--- config.mk ---
export PLATFORM = sky130hd
export DESIGN_NAME = http_request_framer
export DESIGN_NICKNAME = d
export VERILOG_FILES = /design/src/design/hfr_pkg.sv /design/src/design/hfr_len_parse.sv /design/src/design/hfr_frame_ctl.sv /design/src/design/http_request_framer.sv
export SDC_FILE = /design/constraint.sdc
export NUM_CORES = 1
export LEC_CHECK = 0
export ABC_AREA = 1
export BUFFER_PORTS_ARGS = -buffer_cell sky130_fd_sc_hd__buf_2
export CAP_MARGIN = 20
export CORE_ASPECT_RATIO = 2
export CORE_UTILIZATION = 50
export CTS_CLUSTER_SIZE = 14
export DETAILED_ROUTE_END_ITERATION = 6
export PLACE_DENSITY_LB_ADDON = 0.25
export SLEW_MARGIN = 15
export SYNTH_ARGS = -nofsm -noshare
export SYNTH_HDL_FRONTEND = slang
export SYNTH_SLANG_ARGS = --single-unit
--- constraint.sdc ---
create_clock -name clk -period 5.4 [get_ports clk]
set_input_delay 0.27 -clock clk [delete_from_list [all_inputs] [get_ports clk]]
set_output_delay 0.27 -clock clk [all_outputs]
set_load 0.005 [all_outputs]
--- src/design/hfr_pkg.sv ---
// hfr_pkg: shared types, constants and the keyword table for the HTTP request framer.
// No dependencies. Used by hfr_len_parse, hfr_frame_ctl and http_request_framer.
`default_nettype none

package hfr_pkg;

    // default width of the Content-Length value and the body counter
    localparam int LEN_WIDTH_DEF  = 32;
    localparam int KEYWORD_LEN    = 15;
    localparam int TERMINATOR_LEN = 4;
    localparam int KW_IDX_W       = 4;
    localparam int TERM_W         = 2;

    localparam logic [7:0] CHAR_CR    = 8'h0D;
    localparam logic [7:0] CHAR_LF    = 8'h0A;
    localparam logic [7:0] CHAR_SPACE = 8'h20;
    localparam logic [7:0] CHAR_TAB   = 8'h09;
    localparam logic [7:0] CHAR_PLUS  = 8'h2B;
    localparam logic [7:0] CHAR_MINUS = 8'h2D;
    localparam logic [7:0] CHAR_ZERO  = 8'h30;
    localparam logic [7:0] CHAR_NINE  = 8'h39;
    localparam logic [7:0] CHAR_UC_A  = 8'h41;
    localparam logic [7:0] CHAR_UC_Z  = 8'h5A;

    // value parser phase
    typedef enum logic [2:0] {
        VP_SEARCH = 3'd0,
        VP_BLANK  = 3'd1,
        VP_SIGN   = 3'd2,
        VP_DIGITS = 3'd3,
        VP_CLOSED = 3'd4
    } value_phase_t;

    // per-beat marks from the frame controller
    typedef struct packed {
        logic is_body;
        logic header_done;
        logic request_last;
    } beat_flags_t;

    // "content-length:" in lower case
    function automatic logic [7:0] kw_char(input logic [KW_IDX_W-1:0] idx);
        logic [7:0] c;
        case (idx)
            4'd0:    c = 8'h63; // c
            4'd1:    c = 8'h6F; // o
            4'd2:    c = 8'h6E; // n
            4'd3:    c = 8'h74; // t
            4'd4:    c = 8'h65; // e
            4'd5:    c = 8'h6E; // n
            4'd6:    c = 8'h74; // t
            4'd7:    c = 8'h2D; // -
            4'd8:    c = 8'h6C; // l
            4'd9:    c = 8'h65; // e
            4'd10:   c = 8'h6E; // n
            4'd11:   c = 8'h67; // g
            4'd12:   c = 8'h74; // t
            4'd13:   c = 8'h68; // h
            4'd14:   c = 8'h3A; // :
            default: c = 8'h00;
        endcase
        return c;
    endfunction

endpackage

`default_nettype wire

--- src/design/hfr_len_parse.sv ---
// hfr_len_parse: finds the first case-insensitive "content-length:" in the header
// and accumulates the decimal value after it. Depends on hfr_pkg.
`default_nettype none

module hfr_len_parse #(
    parameter int LEN_WIDTH = hfr_pkg::LEN_WIDTH_DEF
) (
    input  wire logic                 clk,
    input  wire logic                 rst_n,
    input  wire logic                 step,
    input  wire logic                 clear,
    input  wire logic [7:0]           data_byte,
    output logic      [LEN_WIDTH-1:0] length_eff
);
    import hfr_pkg::*;

    localparam int PW = LEN_WIDTH + 4;

    logic [KW_IDX_W-1:0]  kw_reg, kw_next;
    value_phase_t         phase_reg, phase_next;
    logic [LEN_WIDTH-1:0] value_reg, value_next;
    logic                 ovf_reg, ovf_next;

    logic [7:0]           lc;
    logic [KW_IDX_W-1:0]  k;
    logic                 is_digit;
    logic [PW-1:0]        v_ext;
    logic [PW-1:0]        prod;
    logic                 prod_ovf;

    // lower-case fold and digit accumulate (value*10 + digit, overflow if it leaves LEN_WIDTH)
    assign lc       = (data_byte >= CHAR_UC_A && data_byte <= CHAR_UC_Z) ?
                      (data_byte + 8'd32) : data_byte;
    assign k        = (kw_reg >= KW_IDX_W'(KEYWORD_LEN)) ? '0 : kw_reg;
    assign is_digit = (data_byte >= CHAR_ZERO) && (data_byte <= CHAR_NINE);
    assign v_ext    = {4'b0000, value_reg};
    assign prod     = (v_ext << 3) + (v_ext << 1) + PW'(data_byte - CHAR_ZERO);
    assign prod_ovf = |prod[PW-1:LEN_WIDTH];

    // next state for one header byte
    always_comb
    begin
        kw_next    = kw_reg;
        phase_next = phase_reg;
        value_next = value_reg;
        ovf_next   = ovf_reg;
        case (phase_reg)
            VP_SEARCH:
            begin
                if (lc == kw_char(k)) begin
                    if (k == KW_IDX_W'(KEYWORD_LEN - 1)) begin
                        kw_next    = '0;
                        phase_next = VP_BLANK;
                    end else begin
                        kw_next = k + 1'b1;
                    end
                end else begin
                    kw_next = (lc == kw_char('0)) ? KW_IDX_W'(1) : '0;
                end
            end
            VP_BLANK:
            begin
                if (data_byte == CHAR_SPACE || data_byte == CHAR_TAB) begin
                    phase_next = VP_BLANK;
                end else if (data_byte == CHAR_PLUS) begin
                    phase_next = VP_SIGN;
                end else if (data_byte == CHAR_MINUS) begin
                    value_next = '0;
                    ovf_next   = 1'b0;
                    phase_next = VP_CLOSED;
                end else if (is_digit) begin
                    phase_next = VP_DIGITS;
                    if (!ovf_reg) begin
                        ovf_next   = prod_ovf;
                        value_next = prod_ovf ? '0 : prod[LEN_WIDTH-1:0];
                    end
                end else begin
                    phase_next = VP_CLOSED;
                end
            end
            VP_SIGN, VP_DIGITS:
            begin
                if (is_digit) begin
                    phase_next = VP_DIGITS;
                    if (!ovf_reg) begin
                        ovf_next   = prod_ovf;
                        value_next = prod_ovf ? '0 : prod[LEN_WIDTH-1:0];
                    end
                end else begin
                    phase_next = VP_CLOSED;
                end
            end
            default:
            begin
                phase_next = phase_reg;
            end
        endcase
    end

    // length as seen after this byte; zero without keyword or on overflow
    assign length_eff = (phase_next == VP_SEARCH || ovf_next) ? '0 : value_next;

    always_ff @(posedge clk or negedge rst_n)
    begin
        if (!rst_n) begin
            kw_reg    <= '0;
            phase_reg <= VP_SEARCH;
            value_reg <= '0;
            ovf_reg   <= 1'b0;
        end else if (clear) begin
            kw_reg    <= '0;
            phase_reg <= VP_SEARCH;
            value_reg <= '0;
            ovf_reg   <= 1'b0;
        end else if (step) begin
            kw_reg    <= kw_next;
            phase_reg <= phase_next;
            value_reg <= value_next;
            ovf_reg   <= ovf_next;
        end
    end

endmodule

`default_nettype wire

--- src/design/hfr_frame_ctl.sv ---
// hfr_frame_ctl: CR LF CR LF detection, body byte counting and per-beat marks.
// Depends on hfr_pkg.
`default_nettype none

module hfr_frame_ctl #(
    parameter int LEN_WIDTH = hfr_pkg::LEN_WIDTH_DEF
) (
    input  wire logic                         clk,
    input  wire logic                         rst_n,
    input  wire logic                         accept,
    input  wire logic [7:0]                   data_byte,
    input  wire logic [LEN_WIDTH-1:0]         length_eff,
    output logic                              in_body,
    output logic                              clear,
    output hfr_pkg::beat_flags_t              flags
);
    import hfr_pkg::*;

    logic                 body_reg, body_next;
    logic [TERM_W-1:0]    term_reg, term_next;
    logic [LEN_WIDTH-1:0] remain_reg, remain_next;

    logic [TERM_W:0]      t;
    logic [7:0]           want;
    logic [LEN_WIDTH-1:0] remain_dec;

    assign in_body    = body_reg;
    assign want       = term_reg[0] ? CHAR_LF : CHAR_CR;
    assign remain_dec = remain_reg - 1'b1;

    // terminator match and body countdown
    always_comb
    begin
        body_next   = body_reg;
        term_next   = term_reg;
        remain_next = remain_reg;
        clear       = 1'b0;
        flags       = '0;
        t           = '0;
        if (body_reg) begin
            flags.is_body = 1'b1;
            remain_next   = remain_dec;
            if (remain_dec == '0) begin
                flags.request_last = 1'b1;
                clear              = accept;
                body_next          = 1'b0;
            end
        end else begin
            if (data_byte == want) begin
                t = {1'b0, term_reg} + 1'b1;
            end else begin
                t = (data_byte == CHAR_CR) ? (TERM_W+1)'(1) : '0;
            end
            term_next = t[TERM_W-1:0];
            if (t == (TERM_W+1)'(TERMINATOR_LEN)) begin
                flags.header_done = 1'b1;
                clear             = accept;
                term_next         = '0;
                if (length_eff == '0) begin
                    flags.request_last = 1'b1;
                    remain_next        = '0;
                end else begin
                    body_next   = 1'b1;
                    remain_next = length_eff;
                end
            end
        end
    end

    always_ff @(posedge clk or negedge rst_n)
    begin
        if (!rst_n) begin
            body_reg   <= 1'b0;
            term_reg   <= '0;
            remain_reg <= '0;
        end else if (accept) begin
            body_reg   <= body_next;
            term_reg   <= term_next;
            remain_reg <= remain_next;
        end
    end

endmodule

`default_nettype wire

--- src/design/http_request_framer.sv ---
// http_request_framer: top level; byte channel in, marked byte channel out.
// Depends on hfr_pkg, hfr_len_parse, hfr_frame_ctl.
//
// Usage:
//   Input channel: data_byte with in_valid / in_ready. One request byte per beat.
//   Output channel: out_byte, is_body, header_done, request_last with
//   out_valid / out_ready. Exactly one output beat per input beat, in order.
//   Each byte is echoed; is_body marks body bytes, header_done marks the LF
//   that ends the header, request_last marks the final byte of a request.
//   The body length comes from the first "content-length:" in the header;
//   missing, empty, negative or oversized values give an empty body.
//   Output register: an accepted byte appears on the output in the next cycle.
//   Throughput: one byte per cycle while out_ready is high, set by the single output register;
//   in_ready stays high while that register is empty or being drained.
//   Stall: with out_ready low the output beat holds and in_ready drops
//   until it is taken.
//   Reset: rst_n clears all framing state and out_valid, but not the output
//   byte or marks; the block starts in the header of a new request, ready at once.
`default_nettype none

module http_request_framer #(
    parameter int LEN_WIDTH = hfr_pkg::LEN_WIDTH_DEF
) (
    input  wire logic       clk,
    input  wire logic       rst_n,
    input  wire logic [7:0] data_byte,
    input  wire logic       in_valid,
    output logic            in_ready,
    output logic [7:0]      out_byte,
    output logic            is_body,
    output logic            header_done,
    output logic            request_last,
    output logic            out_valid,
    input  wire logic       out_ready
);
    import hfr_pkg::*;

    logic                 accept;
    logic                 in_body;
    logic                 clear;
    logic [LEN_WIDTH-1:0] length_eff;
    beat_flags_t          flags;

    logic                 out_valid_reg;
    logic [7:0]           out_byte_reg;
    beat_flags_t          flags_reg;

    assign in_ready = !out_valid_reg || out_ready;
    assign accept   = in_valid && in_ready;

    hfr_len_parse #(
        .LEN_WIDTH (LEN_WIDTH)
    ) u_len_parse (
        .clk        (clk),
        .rst_n      (rst_n),
        .step       (accept && !in_body),
        .clear      (clear),
        .data_byte  (data_byte),
        .length_eff (length_eff)
    );

    hfr_frame_ctl #(
        .LEN_WIDTH (LEN_WIDTH)
    ) u_frame_ctl (
        .clk        (clk),
        .rst_n      (rst_n),
        .accept     (accept),
        .data_byte  (data_byte),
        .length_eff (length_eff),
        .in_body    (in_body),
        .clear      (clear),
        .flags      (flags)
    );

    // output beat valid
    always_ff @(posedge clk or negedge rst_n)
    begin
        if (!rst_n) begin
            out_valid_reg <= 1'b0;
        end else if (in_ready) begin
            out_valid_reg <= in_valid;
        end
    end

    // output payload
    always_ff @(posedge clk)
    begin
        if (accept) begin
            out_byte_reg <= data_byte;
            flags_reg    <= flags;
        end
    end

    assign out_valid    = out_valid_reg;
    assign out_byte     = out_byte_reg;
    assign is_body      = flags_reg.is_body;
    assign header_done  = flags_reg.header_done;
    assign request_last = flags_reg.request_last;

endmodule

`default_nettype wire

# Word-level counts from Yosys, hierarchy flattened
# Memory sizes are Yosys's and may differ from the RTL's.
# Index checks and enable logic that the tools add are counted.
[classes] add_sub_neg=7 multipliers=0 div_mod_pow=0 n_lt_le_gt_ge=5 n_eq_ne=13 shifts=0 n_mux=56 bitwise=1 n_reduce_logical=21
[ops] operator="$mux W32" count=12
[ops] operator="$logic_not A32 Y1" count=2
[ops] operator="$pmux W32 S2" count=1
[ops] operator="$add A35 B33 Y36" count=1
[ops] operator="$add A36 B36 Y36" count=1
[ops] operator="$mux W3" count=11
[ops] operator="$sub A32 B1 Y32 const B" count=1
[ops] operator="$eq A8 B6 Y1 const B" count=3
[ops] operator="$mux W4" count=6
[ops] operator="$mux W1" count=20
[ops] operator="$eq A8 B4 Y1 const B" count=2
[ops] operator="$eq A8 B8 Y1" count=2
[ops] operator="$mux W8" count=2
[ops] operator="$pmux W3 S3" count=1
[ops] operator="$sub A8 B6 Y9 const B" count=1
[ops] operator="$add A8 B6 Y8 const B" count=1
[ops] operator="$eq A8 B7 Y1 const B" count=1
[ops] operator="$ge A8 B6 Y1 const B" count=1
[ops] operator="$ge A8 B7 Y1 const B" count=1
[ops] operator="$le A8 B6 Y1 const B" count=1
[ops] operator="$le A8 B7 Y1 const B" count=1
[ops] operator="$eq A3 B2 Y1 const B" count=2
[ops] operator="$logic_not A3 Y1" count=2
[ops] operator="$reduce_and A2 Y1" count=3
[ops] operator="15 further kinds" count=24
[totals] regBits=87 latch_bits=0 ramBits=0 rom_bits=112 in_bits=12 output_inout_bits=13 memories=1
[mem_list] memory="(name not given)" depth=16 word_bits=7 read_ports=1 rd_clocked_by_memory_dff=0 write_ports=0 line="hfr_pkg.sv:44" source="case (idx)"

# Logic depth before layout (Yosys ltp)
[depth] word_depth=15 depth_mapped=33 ltp_nobuf=33

# Modules after synthesis
# Synthesis repeated with hierarchy kept, for this count alone.
[unflattened] hier_cells=1506 hier_area_um2=9804.4
[modules_own_cells] mod="hfr_len_parse" instances=1 cells_per_inst=1021 area_per_inst_um2=6483.7 seq_area_each_um2=1001.0
[modules_own_cells] mod="hfr_frame_ctl" instances=1 cells_per_inst=467 area_per_inst_um2=2935.3 seq_area_each_um2=875.8
[modules_own_cells] mod="http_request_framer" instances=1 cells_per_inst=18 area_per_inst_um2=385.4 seq_area_each_um2=355.3

# Least setup slack after synthesis
# No wires, ideal clock.
[synth_timing] path_type="input -> register" from="input port data_byte[4]" to="register flags_reg, in the netlist request_last, data pin" t_arrival_ps=4821 required_time_ps=5141 slack_ps=320 cell_stages=26 cell_sequence="ha_1 > nor2_1 > fa_1 > ha_1 > nand2_2 > nor2_1 > inv_1 > nor3_1 > nand2_1 > nand2_1 > nand2_1 > nand3_1 > nand2_1 > nor2_4 > nand3_2 > nand3_2 > nand2_1 > inv_2 > buf_4 > nand2_1 > nand2_1 > nor2_1 > nand2_1 > nor2_1 > nand3_1 > a21boi_1"
[synth_rtl] element="start, declared" line="http_request_framer.sv:26" source="input wire logic [7:0] data_byte,"
[synth_rtl] element="end signal, assigned" line="http_request_framer.sv:90" source="flags_reg <= flags;"
[synth_rtl] element="end, declared" line="http_request_framer.sv:46" source="beat_flags_t flags_reg;"

==> flow_summary_export.csv <==
group,metric,value,unit
run_status,status,"finished, violations left",
run_status,violations,"DRC",
setup_path,startpoint_type,"input pin",
logic_synthesis,ys_ff_latch,87,
timing,fin_setup_tns,0,ps
drt,wl_per_cell,16.1,um
power_and_ir_drop,pwr_density_cell,381,nW/um2
clock_tree,root_buffer,"clkbuf_16",
die,row_count,70,
clock_tree,cts_sinks,87,
logic_synthesis,yosysWarningCount,0,
logic_synthesis,synth_area,9300,um2
setup_path,critical_path_class,"input pin to flip-flop",
setup_path,cp_max_fo,27,
setup_path,cp_common_cell,"nand2_1",
global_routing,grt_pass1_vias,9090,
timing,fmax,0.231,GHz
die,start_util,0.511,
die,ios,25,
logic_synthesis,synth_common_cells,"nand2_1, inv_1, nor2_1, nand3_1, a21oi_1",
drt,route.detailed.drc,5,
timing,finalMaxSlewViolations,0,
setup_path,rr_worst_depth,27,
timing,fin_crit_sh,0.802,
drt,vias,9292,
layout,diodes,0,
setup_path,crit_family,"simple AND/OR/NAND/NOR gates",
timing,max_slew.worst_pin.slew,1090,ps
global_routing,antenna_found_initial,0,
setup_path,crit_path_end_kind,"flip-flop",
logic_synthesis,syn_inst,1421,
min_path,hp-class,"input pin to flip-flop",
layout,layout-drive-gt1-share,0.0718,
logic_synthesis,ys_async_sr_fraction,0.874,
timing,report.final.hold_viol_count,0,
placement,place_congestion,0.913,
timing,setup_violations,0,
layout,finalNetCount,1525,
flow_run,drv_cap,0,
global_routing,grt_pass1_wl,43.6,mm
placement,dpl_worst_slack,730,ps
clock_tree,tritoncts,"done",
min_path,hold_depth,3,
power_and_ir_drop,leakagePower,4.99,nW
logic_synthesis,synth_nets,1516,
placement,hpwl,21.1,mm
global_routing,overflow,0,
timing,finClkSkew,12.1,ps
layout,fillers,1808,
logic_synthesis,ys_seq_area_frac,0.240,
drt,via_per_inst,5.63,
logic_synthesis,synth_top_cells_by_area,"dfrtp_1, nand2_1, ha_1",
die,dieArea,19200,um2
power_and_ir_drop,ir_drop,0.253,mV
drt,wirelength,26.6,mm
logic_synthesis,synth_most_common_cell,"nand2_1",
timing,rsz0062_at_grt,"false",
global_routing,grt_start_max_net_pins,63,
setup_path,cp_slowest_cell,"fa_1",
logic_synthesis,synth_flop_cell,"dfrtp_1",
setup_path,cpPeakStageDelay,450,ps
setup_path,crit_cells,29,
clock_tree,max-clock-path-buffers,2,
timing,postLayoutSetupSlackWorst,1070,ps
placement,portBuffers,24,
clock_tree,clk_latency,350,ps
logic_synthesis,synth_edf_count,11,
drt,drt.antenna.violating_nets,0,
drt,first_pass_iters,7,
clock_tree,cts_resized,0,
logic_synthesis,synth_area_leader_cell,"dfrtp_1",
layout,areaGrowthSynthToFinish,6.62,%
logic_synthesis,avgSynthCellArea,6.55,um2
timing,maxSlewHeadroom,0.274,
global_routing,track_usage,0.283,
logic_synthesis,netlist-cell-type-count,52,
timing,fin_crit,4330,ps
die,fp.coreArea,18200,um2
clock_tree,h-tree-depth,3,
clock_tree,cts_buffers,9,
die,die-height,195,um
logic_synthesis,synth_top_area_frac,0.204,
die,die_x,98.5,um
setup_path,path_buf_inv,4,
drt,drtIter0Drc,609,
setup_path,critPathArrivalTime,4500,ps
setup_path,crit_required,5570,ps
clock_tree,clk_pin_slew,70,ps
## logic make-up (layout without fill, tap and decap cells)
logic type	after synthesis	in the layout	share of synthesized area
buf+inv	207	221	0.0894
simple gates	781	781	0.356
compound gates	219	219	0.137
xor+xnor	44	44	0.0414
flops	87	87	0.240
fa+ha+maj	83	83	0.137
## power by group
group / total [W] / switching, W / internal [W]
clock: 0.000628 / 0.000296 / 0.000332
sequential: 0.00108 / 0.000235 / 0.000848
combinational: 0.00207 / 0.00141 / 0.000662
total: 0.00378 / 0.00194 / 0.00184
## layer usage
metal	track usage	wire [um]	up-vias
li1	-	-	4623
met1	0.309	10300	4381
met2	0.536	14300	216
met3	0.0255	826	72
met4	0.142	1110	0
met5	0	0	-
## worst reg2reg max path: cells and delay by family (launching register included)
| kind | cells | cell delay (ps) |
|---|---|---|
| AOI/OAI and AO/OA | 1 | 140 |
| adders and majority gates | 2 | 1030 |
| buffers and inverters | 4 | 390 |
| DFF | 1 | 470 |
| and+or+nand+nor | 20 | 2060 |
## stage by stage
| stage | total power (W) | cells | utilization | hold slack, ps | cell area (um2) |
|---|---|---|---|---|---|
| final | 0.00378 | 1651 | 0.544 | 168 | 9920 |
| after floorplan | 0.00265 | 1421 | - | -25.6 | 9300 |
| after CTS | 0.00378 | 1651 | 0.544 | 170 | 9920 |
| after global routing | 0.00411 | 1651 | 0.544 | 184 | 9920 |
| after global placement | 0.00312 | 1634 | 0.528 | 182 | 9620 |
| after detailed placement | 0.00314 | 1634 | 0.528 | 186 | 9620 |
## timing repair
action                    4_1_cts  5_1_grt
buffers inserted                0        0
hold endpoints to repair       22        0
hold buffers                    1        0
## final timing paths
kind	startpoint	end	slack, ps
max	data_byte[4]	request_last	1070
min	in_valid	out_valid	170
max reg2reg	u_len_parse.value_reg[0]	request_last	1130
min reg2reg	u_frame_ctl.term_reg[1]	u_frame_ctl.term_reg[1]	510
max in group asynchronous	rst_n	u_len_parse.value_reg[2]	4000
min in group asynchronous	rst_n	u_frame_ctl.remain_reg[26]	350
## final cells by class
class,count,area [um2],area share
Inverter,167,629,0.0635
Clock buffer,10,239,0.0241
Tap cell,216,270,0.0272
Timing Repair Buffer,38,255,0.0257
Multi-Input combinational cell,1127,6240,0.629
Clock inverter,6,48.8,0.00492
Sequential cell,87,2230,0.225
## placed cells by master (no fill, tap or decap), types with 4 or more instances in the layout
master	count
o21ai_0	61
nor2_2	11
nand4_1	23
edfxtp_1	11
inv_2	10
a31oi_1	6
inv_1	155
nor3_1	14
xnor2_1	13
nand2_2	8
ha_1	52
nand2_1	455
a21oi_1	82
or2_2	6
nand3_2	4
buf_2	23
nor2_1	147
xor2_1	31
dfrtp_1	76
a22o_1	18
o22ai_1	5
nand3_1	90
buf_4	12
a22oi_1	15
o21ai_1	12
fa_1	31
inv_6	4
nor2_4	5
clkbuf_16	9
nor4_1	7
o21bai_1	10
(Power assumes the default switching activity.)
